File: src/rtl/core/fbpa_pkg.sv
// shared field widths and codes of the fixed block pool allocator
package fbpa_pkg;

  // widths of the request, response and configuration fields
  localparam int ADDRW  = 32;
  localparam int SIZEW  = 16;
  localparam int COUNTW = 11;
  localparam int STATW  = 2;
  localparam int CFG_IW = 2;
  localparam int CFG_DW = 32;

  // request kinds
  localparam logic CMD_ALLOC = 1'b0;
  localparam logic CMD_FREE  = 1'b1;

  // response status codes
  localparam logic [STATW-1:0] ST_DONE      = 2'd0;
  localparam logic [STATW-1:0] ST_EXHAUSTED = 2'd1;
  localparam logic [STATW-1:0] ST_IGNORED   = 2'd2;
  localparam logic [STATW-1:0] ST_BADCFG    = 2'd3;

  // configuration register indexes
  localparam logic [CFG_IW-1:0] REG_BASE  = 2'd0;
  localparam logic [CFG_IW-1:0] REG_SIZE  = 2'd1;
  localparam logic [CFG_IW-1:0] REG_COUNT = 2'd2;

  // register reset values
  localparam logic [ADDRW-1:0]  BASE_RST  = 32'd4096;
  localparam logic [SIZEW-1:0]  SIZE_RST  = 16'd16;
  localparam logic [COUNTW-1:0] COUNT_RST = 11'd1024;

endpackage

File: src/rtl/core/fbpa_div.sv
// bit-serial restoring divider: block offset over block size, one bit a cycle
module fbpa_div
  import fbpa_pkg::*;
(
  input  logic             clk_i,
  input  logic             rst_ni,
  input  logic             start_i,
  input  logic [ADDRW-1:0] dividend_i,
  input  logic [SIZEW-1:0] divisor_i,
  output logic             done_o,
  output logic [ADDRW-1:0] quotient_o,
  output logic [SIZEW-1:0] remainder_o
);

  localparam int CNTW = $clog2(ADDRW);

  logic             busy_q;
  logic             done_q;
  logic [CNTW-1:0]  cnt_q;
  logic [ADDRW-1:0] quo_q, quo_d;
  logic [SIZEW-1:0] rem_q, rem_d;
  logic [SIZEW-1:0] dsr_q;
  logic [SIZEW:0]   shifted;
  logic [SIZEW+1:0] diff;
  logic             fits;

  // one trial subtraction per cycle
  always_comb begin
    shifted = {rem_q, quo_q[ADDRW-1]};
    diff    = {1'b0, shifted} - {2'b00, dsr_q};
    fits    = ~diff[SIZEW+1];
    rem_d   = fits ? diff[SIZEW-1:0] : shifted[SIZEW-1:0];
    quo_d   = {quo_q[ADDRW-2:0], fits};
  end

  // sequencing
  always_ff @(posedge clk_i or negedge rst_ni) begin
    if (!rst_ni) begin
      busy_q <= 1'b0;
      done_q <= 1'b0;
      cnt_q  <= '0;
    end else begin
      done_q <= 1'b0;
      if (start_i) begin
        busy_q <= 1'b1;
        cnt_q  <= '0;
      end else if (busy_q) begin
        cnt_q <= cnt_q + 1'b1;
        if (cnt_q == CNTW'(ADDRW - 1)) begin
          busy_q <= 1'b0;
          done_q <= 1'b1;
        end
      end
    end
  end

  // datapath
  always_ff @(posedge clk_i) begin
    if (start_i) begin
      quo_q <= dividend_i;
      rem_q <= '0;
      dsr_q <= divisor_i;
    end else if (busy_q) begin
      quo_q <= quo_d;
      rem_q <= rem_d;
    end
  end

  assign done_o      = done_q;
  assign quotient_o  = quo_q;
  assign remainder_o = rem_q;

endmodule

File: config.mk
export PLATFORM = sky130hd
export DESIGN_NAME = fbpa_div
export DESIGN_NICKNAME = d
export VERILOG_FILES = /design/src/rtl/core/fbpa_pkg.sv /design/src/rtl/core/fbpa_div.sv
export SDC_FILE = /design/constraint.sdc
export NUM_CORES = 1
export LEC_CHECK = 0
export BUFFER_PORTS_ARGS = -buffer_cell sky130_fd_sc_hd__buf_4
export CAP_MARGIN = 5
export CELL_PAD_IN_SITES_DETAIL_PLACEMENT = 0
export CELL_PAD_IN_SITES_GLOBAL_PLACEMENT = 1
export CORE_ASPECT_RATIO = 2
export CORE_MARGIN = 3
export CORE_UTILIZATION = 37
export DETAILED_ROUTE_END_ITERATION = 8
export HOLD_SLACK_MARGIN = 0.12
export PLACE_DENSITY_LB_ADDON = 0.12
export SLEW_MARGIN = 0
export SYNTH_ARGS = -nofsm -noshare
export SYNTH_HDL_FRONTEND = slang
export SYNTH_SLANG_ARGS = --single-unit
File: constraint.sdc
create_clock -name clk_i -period 2.31 [get_ports clk_i]
set_input_delay 0.462 -clock clk_i [delete_from_list [all_inputs] [get_ports clk_i]]
set_output_delay 0.462 -clock clk_i [all_outputs]
set_load 0.01 [all_outputs]
; Word-level counts from Yosys, hierarchy flattened
; Cells that the tools add are included.
[classes]
order_cmp = 0
bitwise_logic = 1
add_sub_neg = 2
reduce_logical = 1
div_mod_pow = 0
n_mul = 0
shifts = 0
eq_ne = 1
n_mux = 11
[op_table]
columns = cell, count
row1 = $mux 32, 2
row2 = $sub 17x16->18, 1
row3 = $mux 16, 1
row4 = $mux 5, 2
row5 = $mux 1, 6
row6 = $add 5x1->5 const B, 1
row7 = $eq 5x5->1 const B, 1
row8 = $reduce_bool 2->1, 1
row9 = $not 1->1, 1
[word_totals]
output_inout_bits = 49
n_memories = 0
ramBits = 0
input_bits = 51
mem_bits_ro = 0
wordCells = 22
ff_bits = 71
latch_bits = 0

; Depth between registers and ports, before layout
; Gate-level depths: netlist of run 1.
[logic_depth]
ltp_word = 4
mapped_depth = 11
mapped_depth_nobuf = 11

; Worst setup path before layout of run 1
; OpenSTA, ideal clock, no wires.
[synth_timing]
kind = reg-to-reg
from = register quo_q[31] (netlist: quotient_o[31])
to = register rem_q[14] (netlist: remainder_o[14])
setup_ns = 0.125
path_stages_with_launch = 12
slack_ns = -0.326
synth_period_minus_slack_ns = 2.636
n_path_buf = 0
required_time_ns = 2.185
arrival_ns = 2.511
cell_sequence = edfxtp_1 inv_1 ha_1 inv_1 fa_1 a21o_1 a221oi_2 o21ai_2 a221o_2 o31ai_4 xor2_1 o31ai_1
[synth_between]
elab_chain_cells = 2
[synth_rtl]
columns = item, line
row1 = "start, declared", fbpa_div.sv:20  ; logic [ADDRW-1:0] quo_q, quo_d;
row2 = "start signal, assigned", fbpa_div.sv:60  ; quo_q <= dividend_i;
row3 = "start signal, assigned", fbpa_div.sv:64  ; quo_q <= quo_d;
row4 = $sub 17x16->18, fbpa_div.sv:30  ; diff = {1'b0, shifted} - {2'b00, dsr_q};
row5 = $mux 16, fbpa_div.sv:32  ; rem_d = fits ? diff[SIZEW-1:0] : shifted[SIZEW-1:0];
row6 = "end signal, assigned", fbpa_div.sv:65  ; rem_q <= rem_d;
row7 = "end, declared", fbpa_div.sv:21  ; logic [SIZEW-1:0] rem_q, rem_d;
; No other way between the ends.
; A chain may end at the register's enable or synchronous reset.

; Final worst setup path of run 1
; Ends and elaborated chain as after synthesis.

==> impl_results.md, run 1 <==
* Status: finished, violations left
* Failing checks: setup timing
* Post-DP HPWL at 6718 µm
* Worst setup margin at -0.2821 ns
* Syn Std Cell Area at 3533 µm²
* Max_slew headroom at 72.38%
* Required @ worst endpoint at about 2.6 ns
* Synth top area share at 40.79%
* Critical Path Start Type: flip-flop
* Cell breakdown of the critical path: inv_1 -> ha_2 -> inv_2 -> fa_2 -> a21o_1 -> a221oi_2 -> o21ai_2 -> a221o_2 -> o31ai_4 -> xor2_1 -> o31ai_1
* Pre-antenna DRT Iters at 4
* RSZ-0062 raised after global routing: true
* Die Y at 144.2 µm
* Number of fill cells at 820
* Mapped Cells at 291
* Slowest CP cell: a221o_2
* Deepest clock path buffer count at 2
* Max Fclk at 385.8 MHz
* Lkg Pwr at 2.349 nW
* Diode count at 0
* Via Count at 2809
* Most common flop cell mapped by yosys: edfxtp_1
* Full die area at 10830 µm²
* Storage cell area at a little under 2000 µm²
* Average size of a mapped cell at 12.14 µm²
* Crit path arrival time at 2.84 ns
* Max_cap viols at 0
* Area contributors post-synth: edfxtp_1, dfxtp_1, mux2_1
* Setup-failing EPs final at 5
* Vias in the first global route at just over 3000
* Die Wd at 75.10 µm
* VDD IR-drop max at 0.5033 mV
* CP Max Fanout at 2
* Largest net degree at the start of global routing at 33
* Global route total overflow at 0
* Pre-CTS WS at -0.2541 ns
* Global-route wire length before repair at 14570 µm
* Clk root buf: clkbuf_16
* Count of cell types in the netlist at 42
* Vias/cell at 5.117
* Max Slew Vio Count at 0
* Worst Min Path Start: divisor_i[15]
* Crit-path leading delay family: compound AO/OA/AOI/OAI gates
* Critical path type: reg2reg
* Count leader, synth: edfxtp_1
* Area occupied by multi-input gates at 1575 µm²
* Worst Max-Slew Pin Slew at 0.4090 ns
* Post-synth EDFFs at 48
* Syn nets at 361
* Yosys warns at 0
* Layout area overhead at 46.95%
* Register area share after synthesis at 54.82%
* CTS Sinks at 71
* Adder-cell share of the synthesized area at 6.941%
* Crit. Startpoint: quotient_o[31]
* Worst Path Buf+Inv at 2
* Asr flop ratio synth at 9.859%
* RR Startpoint: quotient_o[31]
* Initial core utilization at 38.68%
* Initial antenna violation count at 0
* Compound-cell area share of the yosys netlist at a little over a tenth
* Worst Skew at roughly 0.0064 ns
* Net count, final at 513
* Worst hold path class: in2reg
* Largest area contributor in the netlist: edfxtp_1
* Placed cell count at 522
* Simple-Gate Fraction of Synth Area at 7.967%
* XOR/XNOR share of the synthesized area at 3.966%
* Clk Latency, worst-skew pair at between 0.3 and 0.4 ns
* Final min period at 2.592 ns
* Port Buffers at 99
* Core Footprint at 9135 µm²
* Crit. End Element: flip-flop
* CTS tree: yes
* Largest stage delay on the critical path at 0.41 ns
* Mux cell area share after synthesis at 11.65%
* Layout cell share with drive strength beyond 1 at 42.95%
* PwrDens at 1104 nW/µm²
* Tcrit/Tclk final at 112.2%
* Final instance count without filler cells at 549
* GRT Util Overall at 18.14%
* Synth cell count leaders: edfxtp_1, mux2_1, inv_1
* Post-DRT Antenna Nets at 0
* Initial drt markers at 104
* Main combinational cell family by area after synthesis: multiplexers
* CTS buffer count at 9
* H-tree depth at 3
* Seq cells post-synth at 71
* Routed WL per cell at 16.46 µm
* RePlAce Congestion at 0.7920
* Io pins at 100
* Final WL at 9035 µm
* DRC at 0
* Clock-pin slew on the worst setup and hold paths at 0.06 ns
* Hold Fails Final Rpt at 0
* Row count at between 40 and 50
-- state kept, by name (all words and copies together), names as in the netlist --
signal	cells
quotient_o	32
dsr_q	16
remainder_o	16
cnt_q	5
busy_q	1
done_o	1
-- routing by layer --
| metal | vias up | wire length (µm) | global-route usage, % |
|---|---|---|---|
| met2 | 85 | 5019 | 32.75 |
| met3 | 16 | 486 | 5.567 |
| met4 | 0 | 216 | 7.411 |
| met5 | - | 0 | 0 |
| li1 | 1370 | - | - |
| met1 | 1338 | 3312 | 18.75 |
-- worst reg2reg max path, cell delays in order, from the launching register on --
cell and delay [ns]:
edfxtp_1 0.39, inv_1 0.08, ha_2 0.18, inv_2 0.04
fa_2 0.33, a21o_1 0.20, a221oi_2 0.29, o21ai_2 0.10
a221o_2 0.41, o31ai_4 0.20, xor2_1 0.09, o31ai_1 0.19
-- final cells by class --
type / count / area share (%)
multi-input cells: 186 / 30.34
repair buffers: 152 / 22.87
flip-flops and latches: 71 / 37.30
well taps: 102 / 2.458
clock inverters: 5 / 0.9639
inverters: 23 / 1.663
clock buffers: 10 / 4.410
-- placed cells by master, fill, tap and decap left out, types with 4 or more instances in the layout --
master       n
o21a_1       4
ha_1        16
edfxtp_1    48
clkbuf_16    9
o21ai_0      4
mux2_2       5
a311oi_2     5
buf_6        5
inv_1       21
xnor2_1      8
nand3_1     12
mux2_1      28
a21oi_1      6
nor2_1      20
mux2i_1      4
dfxtp_1     16
a21o_1       5
buf_4      144
xor2_1       6
dfrtp_1      7
nand2_1     20
-- final timing paths --
path | endpoint | slack [ns] | cells past startpoint
worst min-delay path | dsr_q[15] | 0.30 | 1
worst max register to register | remainder_o[14] | -0.28 | 11
min in group asynchronous | cnt_q[3] | 0.49 | 2
worst max-delay path | remainder_o[14] | -0.28 | 11
worst min register to register | remainder_o[15] | 0.49 | 2
max in group asynchronous | cnt_q[4] | 1.70 | 2
-- cell families after synthesis --
group / count (synthesis)
buf+inv: 34
simple gates: 64
mux: 37
flops: 71
fa+ha+maj: 19
xor+xnor: 16
compound gates: 50
-- stage by stage --
step / util (%) / area (µm²) / power [W] / setup TNS, ns / hold WS, ns
CTS: 56.16 / 5130 / 0.005694 / -0.5045 / 0.2859
global placement: 51.38 / 4693 / 0.004076 / -1.020 / 0.2800
detailed placement: 51.38 / 4693 / 0.004105 / -1.802 / 0.2816
finish: 56.84 / 5192 / 0.005733 / -0.6341 / 0.3022
floorplan: - / 3536 / 0.003012 / -0.3178 / 0.1664
global route: 56.84 / 5192 / 0.006104 / -1.969 / 0.2853
-- power by group --
part	switching, W	internal [W]	leakage [nW]
combinational	0.00123	0.00141	1.50
clock	0.000516	0.000820	0.133
sequential	0.000152	0.00160	0.717
total	0.00190	0.00384	2.35
-- timing repair --
item | CTS | global route
hold buffers | 1 | 0
buffers inserted | 9 | 3
gates cloned | 1 | 0
endpoints found under the hold margin | 7 | 0
resized for setup | 19 | 9
endpoints found under the setup margin | 14 | 14
pin swaps | 8 | 10
Note: power is estimated with default switching activity, not from simulation.
==> inputs of run 2 (changes only) <==
--- a/config.mk
+++ b/config.mk
@@ -19,3 +19,4 @@
 export SYNTH_ARGS = -nofsm -noshare
 export SYNTH_HDL_FRONTEND = slang
 export SYNTH_SLANG_ARGS = --single-unit
+export TNS_END_PERCENT = 5
==> impl_results.md, run 2 (same netlist as run 1, synthesis figures left out) <==
* Required @ worst endpoint at 2.53 ns (-0.02 ns)
* CTS tree: yes
* Worst hold path class: in2reg
* Most frequent cells in the layout: buf_4, edfxtp_1, mux2_1, inv_1, nor2_1
* H-tree depth at 3 (unchanged)
* CTS buffer count at 9 (unchanged)
* GRT Util Overall at 17.06% (-1.1 points)
* Worst setup margin at -0.2265 ns (+0.05562 ns)
* Port Buffers at 99 (unchanged)
* Clk root buf: clkbuf_16
* RePlAce Congestion at 0.7872 (-0.61%)
* Worst Skew at 0.006028 ns (-0.0003641 ns)
* Vias in the first global route at 2976 (-2.6%)
* Max Slew Vio Count at 0 (unchanged)
* Status: finished, violations left
* Max_slew headroom at 71.34% (-1.0 points)
* Full die area at 10830 µm² (unchanged)
* Final WL at 8545 µm (-5.4%)
* Vias/cell at 5.111 (-0.10%)
* Worst Max-Slew Pin Slew at 0.4299 ns (+0.02087 ns)
* Row count at 49 (unchanged)
* Number of fill cells at 842 (+2.7%)
* Layout area overhead at 43.27%
* Largest net degree at the start of global routing at 33 (unchanged)
* Failing checks: setup timing
* Max Fclk at 394.3 MHz (+2.2%)
* Hold Fails Final Rpt at 0 (unchanged)
* VDD IR-drop max at 0.5833 mV (+16%)
* Critical Path Start Type: flip-flop
* Layout cell share with drive strength beyond 1 at 38.90% (-4.1 points)
* Final min period at 2.536 ns (-0.05563 ns)
* CP Max Fanout at 2 (unchanged)
* Clock-pin slew on the worst setup and hold paths at 0.06 ns (about the same)
* Pre-CTS WS at -0.2398 ns (+0.01428 ns)
* Die Wd at 75.10 µm (unchanged)
* Postcts setup bufs at 0 (-9)
* CTS Sinks at 71 (unchanged)
* Clk Latency, worst-skew pair at 0.34 ns (about the same)
* Setup-failing EPs final at 6 (+1)
* Global route total overflow at 0 (unchanged)
* Initial drt markers at 85 (-18%)
* Post-DRT Antenna Nets at 0 (unchanged)
* Post-DP HPWL at 6541 µm (-2.6%)
* Deepest clock path buffer count at 2 (unchanged)
* Crit path arrival time at 2.75 ns (-0.09 ns)
* Post-DP Area at 4706 µm² (+0.27%)
* Routed WL per cell at 15.85 µm (-3.7%)
* Total power at 0.005634 W (-1.7%)
* Max_cap viols at 0 (unchanged)
* Io pins at 100 (unchanged)
* RSZ-0062 raised after global routing: true
* Net count, final at 502 (-2.1%)
* Storage cell area at 1937 µm² (unchanged)
* Fin area at 5062 µm² (-2.5%)
* Via Count at 2755 (-1.9%)
* Lkg Pwr at 2.294 nW (-2.3%)
* Tcrit/Tclk final at 109.8% (-2.4 points)
* Initial core utilization at 38.68% (unchanged)
* Max reg flops at 32 (unchanged)
* Critical path type: reg2reg
* Area occupied by multi-input gates at 1480 µm² (-6.0%)
* Initial antenna violation count at 0 (unchanged)
* R2R depth at 11 (unchanged)
* Final hold slack at 0.2963 ns (-0.005932 ns)
* Crit. End Element: flip-flop
* Most common cell after layout, fill and taps aside: buf_4
* Hold Path Depth at 1 (unchanged)
* Core Footprint at 9135 µm² (unchanged)
* DRC at 0 (unchanged)
* Die Y at 144.2 µm (unchanged)
* Diode count at 0 (unchanged)
* PwrDens at 1113 nW/µm² (+0.80%)
* Pre-antenna DRT Iters at 4 (unchanged)
* Global-route wire length before repair at 13750 µm (-5.6%)
-- run 2: final timing paths --
path                                 start         endpoint  slack [ns]
max                         quotient_o[31]  remainder_o[14]       -0.23
min                           divisor_i[7]         dsr_q[7]        0.30
max reg2reg                 quotient_o[31]  remainder_o[14]       -0.23
min reg2reg                remainder_o[10]  remainder_o[10]        0.49
max in group asynchronous           rst_ni         cnt_q[1]        1.72
min in group asynchronous           rst_ni         cnt_q[4]        0.46
-- run 2: layer usage --
| layer | vias up | global-route usage, % | wire [µm] | share of wire (%) |
|---|---|---|---|---|
| li1 | 1348 | - | - | - |
| met1 | 1318 | 17.07 | 3104 | 36 |
| met2 | 76 | 30.59 | 4750 | 56 |
| met3 | 13 | 5.219 | 443 | 5.2 |
| met4 | 0 | 8.537 | 247 | 2.9 |
| met5 | - | 0 | 0 | 0 |
-- run 2: stage by stage --
stage / cells / util [%] / setup TNS, ns
floorplan: 291 / - / -0.3178
global placement: 522 / 51.51 / -1.160
detailed placement: 522 / 51.51 / -1.808
CTS: 539 / 55.28 / -1.213
global route: 539 / 55.42 / -3.102
finish: 539 / 55.42 / -0.5416
-- run 2: timing repair --
item / 4_1_cts / 5_1_grt
hold buffers: 1 / 0
pin swaps: 3 / 1
hold endpoints to repair: 7 / 0
resized for setup: 2 / 2
setup endpoints to repair: 15 / 17
-- run 2: final cells by class --
type,count,area share (%)
Clock buffer,9,4.449
Clock inverter,7,2.051
Inverter,23,1.705
Multi-Input combinational cell,186,29.24
Sequential cell,71,38.26
Tap cell,102,2.521
Timing Repair Buffer,141,21.77
-- run 2: worst max-delay path: stages (launching register included) --
cell and delay, ns:
edfxtp_1 0.38, inv_1 0.07, ha_1 0.16, inv_1 0.06, fa_2 0.35, a21o_1 0.20, a221oi_2 0.29, o21ai_2 0.09
a221o_2 0.40, o31ai_4 0.19, xor2_1 0.16, o31ai_1 0.07
-- run 2: where the power goes --
part	internal, W	switching [W]	leakage, nW
clock network	0.000960	0.000577	0.161
logic	0.00125	0.00110	1.42
registers	0.00160	0.000144	0.717
total	0.00381	0.00182	2.29
==> inputs of run 3 (changes only) <==
--- a/config.mk
+++ b/config.mk
@@ -11,7 +11,8 @@
 export CELL_PAD_IN_SITES_GLOBAL_PLACEMENT = 1
 export CORE_ASPECT_RATIO = 2
 export CORE_MARGIN = 3
-export CORE_UTILIZATION = 37
+export CORE_UTILIZATION = 38
+export CTS_BUF_LIST = sky130_fd_sc_hd__clkbuf_8
 export DETAILED_ROUTE_END_ITERATION = 8
 export HOLD_SLACK_MARGIN = 0.12
 export PLACE_DENSITY_LB_ADDON = 0.12
==> impl_results.md, run 3 (same netlist as run 1, synthesis figures left out) <==
* Placed cell count at 523 (+0.19%)
* Final WL at 8765 µm (+2.6%)
* Final min period at 2.558 ns (+0.02196 ns)
* CTS Sinks at 71 (unchanged)
* Max_slew headroom at 66.60% (-4.7 points)
* Seq pwr share at 33.0% (+2.0 points)
* Initial antenna violation count at 0 (unchanged)
* Post-DP HPWL at 6690 µm (+2.3%)
* Port Buffers at 99 (unchanged)
* Critical path type: reg2reg
* Post-DRT Antenna Nets at 0 (unchanged)
* Most common cell after layout, fill and taps aside: buf_4
* Layout area overhead at 40.76%
* Required @ worst endpoint at 2.55 ns (+0.02 ns)
* Core Footprint at 9012 µm² (-1.3%)
* Hold Fails Final Rpt at 0 (unchanged)
* Lkg Pwr at 2.245 nW (-2.1%)
* Fin area at 4974 µm² (-1.8%)
* Pre-antenna DRT Iters at 4 (unchanged)
* Sw Share at 34.01% (+1.7 points)
* Crit path arrival time at 2.80 ns (+0.05 ns)
* PwrDens at 1063 nW/µm² (-4.5%)
* Clock share of power at 21.2% (-6.1 points)
* Clk root buf: clkbuf_8
* Max_cap viols at 0 (unchanged)
* Io pins at 100 (unchanged)
* DRC at 0 (unchanged)
* Final instance count without filler cells at 541 (+0.37%)
* Row count at 49 (unchanged)
* Critical Path Start Type: flip-flop
* Via Count at 2781 (+0.94%)
* Worst hold path class: in2reg
* Gate power share at 45.8% (+4.1 points)
* Vias/cell at 5.140 (+0.57%)
* CTS buffer count at 9 (unchanged)
* Number of fill cells at 818 (-2.9%)
* Largest net degree at the start of global routing at 37 (+12%)
* RSZ-0062 raised after global routing: true
* Most frequent cells in the layout: buf_4, edfxtp_1, mux2_1, inv_1, nor2_1
* Failing checks: setup timing
* VDD IR-drop max at 0.4403 mV (-25%)
* Routed WL per cell at 16.20 µm (+2.2%)
* Layout cell share with drive strength beyond 1 at 39.86% (+0.96 points)
* Deepest clock path buffer count at 2 (unchanged)
* Global-route wire length before repair at 14070 µm (+2.3%)
* Tcrit/Tclk final at 110.8% (+0.95 points)
* Max Fclk at 390.9 MHz (-0.86%)
* Net count, final at 504 (+0.40%)
* Worst Skew at 0.005827 ns (-0.0002017 ns)
* RePlAce Congestion at 0.8190 (+4.0%)
* Total power at 0.005289 W (-6.1%)
* Global route total overflow at 0 (unchanged)
* Status: finished, violations left
* NetSw at 0.001799 W (-1.2%)
* Worst setup margin at -0.2484 ns (-0.02196 ns)
* Initial core utilization at 39.21% (+0.53 points)
* CP Max Fanout at 2 (unchanged)
* Crit. End Element: flip-flop
* Setup-failing EPs final at 3 (-3)
* Clock-pin slew on the worst setup and hold paths at 0.08 ns (+0.02 ns)
* Full die area at 10560 µm² (-2.5%)
* Max reg flops at 32 (unchanged)
* Max Slew Vio Count at 0 (unchanged)
* Vias in the first global route at 2966 (-0.34%)
* H-tree depth at 3 (unchanged)
* Post-DP Area at 4701 µm² (-0.11%)
* CTS tree: yes
* Initial drt markers at 83 (-2.4%)
* Clk Latency, worst-skew pair at 0.36 ns (+0.02 ns)
* Die Y at 142.4 µm (-1.3%)
* GRT Util Overall at 17.95% (+0.89 points)
* Int Power at 0.003490 W (-8.5%)
* Diode count at 0 (unchanged)
* Worst Max-Slew Pin Slew at 0.5010 ns (+0.07114 ns)
* Die Wd at 74.19 µm (-1.2%)
-- run 3: cell types whose count changed in the layout (fill, tap and decap cells not counted), moves of 2 or more --
| cell | before | now |
|---|---|---|
| clkbuf_16 | 9 | 0 |
| clkbuf_8 | 0 | 9 |
| inv_6 | 3 | 0 |
| buf_4 | 136 | 138 |
| clkinvlp_4 | 0 | 2 |
| o21ai_1 | 4 | 2 |
| o21ai_2 | 1 | 3 |
-- run 3: area by class of cell --
cell class | instances | area, µm² | share of cell area, %
Timing Repair Buffer | 143 | 1109 | 22.29
Inverter | 23 | 86.33 | 1.736
Sequential cell | 71 | 1937 | 38.94
Multi-Input combinational cell | 186 | 1493 | 30.01
Tap cell | 102 | 127.6 | 2.566
Clock inverter | 7 | 97.59 | 1.962
Clock buffer | 9 | 123.9 | 2.491
-- run 3: metal layers --
layer  vias to the layer above  share of wire, %  global-route usage, %
met4                         0               2.5                  8.596
met1                      1341                35                  17.43
met2                        78                57                  32.96
met3                        16               5.8                  5.516
li1                       1346                 -                      -
met5                         -                 0                      0
-- run 3: path summary, 6_finish.rpt --
path | from | to | slack, ns | cells after the start
min reg2reg | remainder_o[10] | remainder_o[10] | 0.50 | 2
max | quotient_o[31] | remainder_o[14] | -0.25 | 11
max reg2reg | quotient_o[31] | remainder_o[14] | -0.25 | 11
min in group asynchronous | rst_ni | done_o | 0.45 | 2
max in group asynchronous | rst_ni | cnt_q[4] | 1.73 | 2
min | divisor_i[13] | dsr_q[13] | 0.28 | 1
-- run 3: critical path: stages, from the launching register on --
cell      delay [ns]
edfxtp_1        0.39
inv_1           0.07
ha_2            0.17
inv_1           0.05
fa_2            0.34
a21o_1          0.19
a221oi_2        0.30
o21ai_2         0.10
a221o_2         0.41
o31ai_4         0.19
xor2_1          0.16
o31ai_1         0.07
-- run 3: stage by stage --
| stage | hold WS [ns] | TNS [ns] | utilization [%] | worst slack (ns) |
|---|---|---|---|---|
| 6_report | 0.2790 | -0.4983 | 55.19 | -0.2484 |
| 5_1_grt | 0.2504 | -2.247 | 55.19 | -0.4021 |
| 3_5_place_dp | 0.2812 | -1.673 | 52.16 | -0.2501 |
| 4_1_cts | 0.2558 | -0.5835 | 55.00 | -0.2475 |
| 3_3_place_gp | 0.2794 | -0.6577 | 52.16 | -0.1992 |
| 2_1_floorplan | 0.1664 | -0.3178 | - | -0.2309 |
-- run 3: power groups by stage --
stage | clock [W] | sequential [W] | combinational (W)
final | 0.00112 | 0.00175 | 0.00242
after global routing | 0.00121 | 0.00178 | 0.00266
after detailed placement | 0 | 0.00178 | 0.00238
after CTS | 0.00116 | 0.00175 | 0.00244
after floorplan | 0 | 0.00187 | 0.00114
after global placement | 0 | 0.00177 | 0.00235
-- run 3: repair_timing --
| action | 4_1_cts | 5_1_grt |
|---|---|---|
| gates resized for setup | 4 | 4 |
| endpoints found under the setup margin | 16 | 16 |
| hold endpoints to repair | 7 | 0 |
| hold buffers | 1 | 0 |
| buffers inserted | 1 | 0 |
| pin swaps | 5 | 2 |
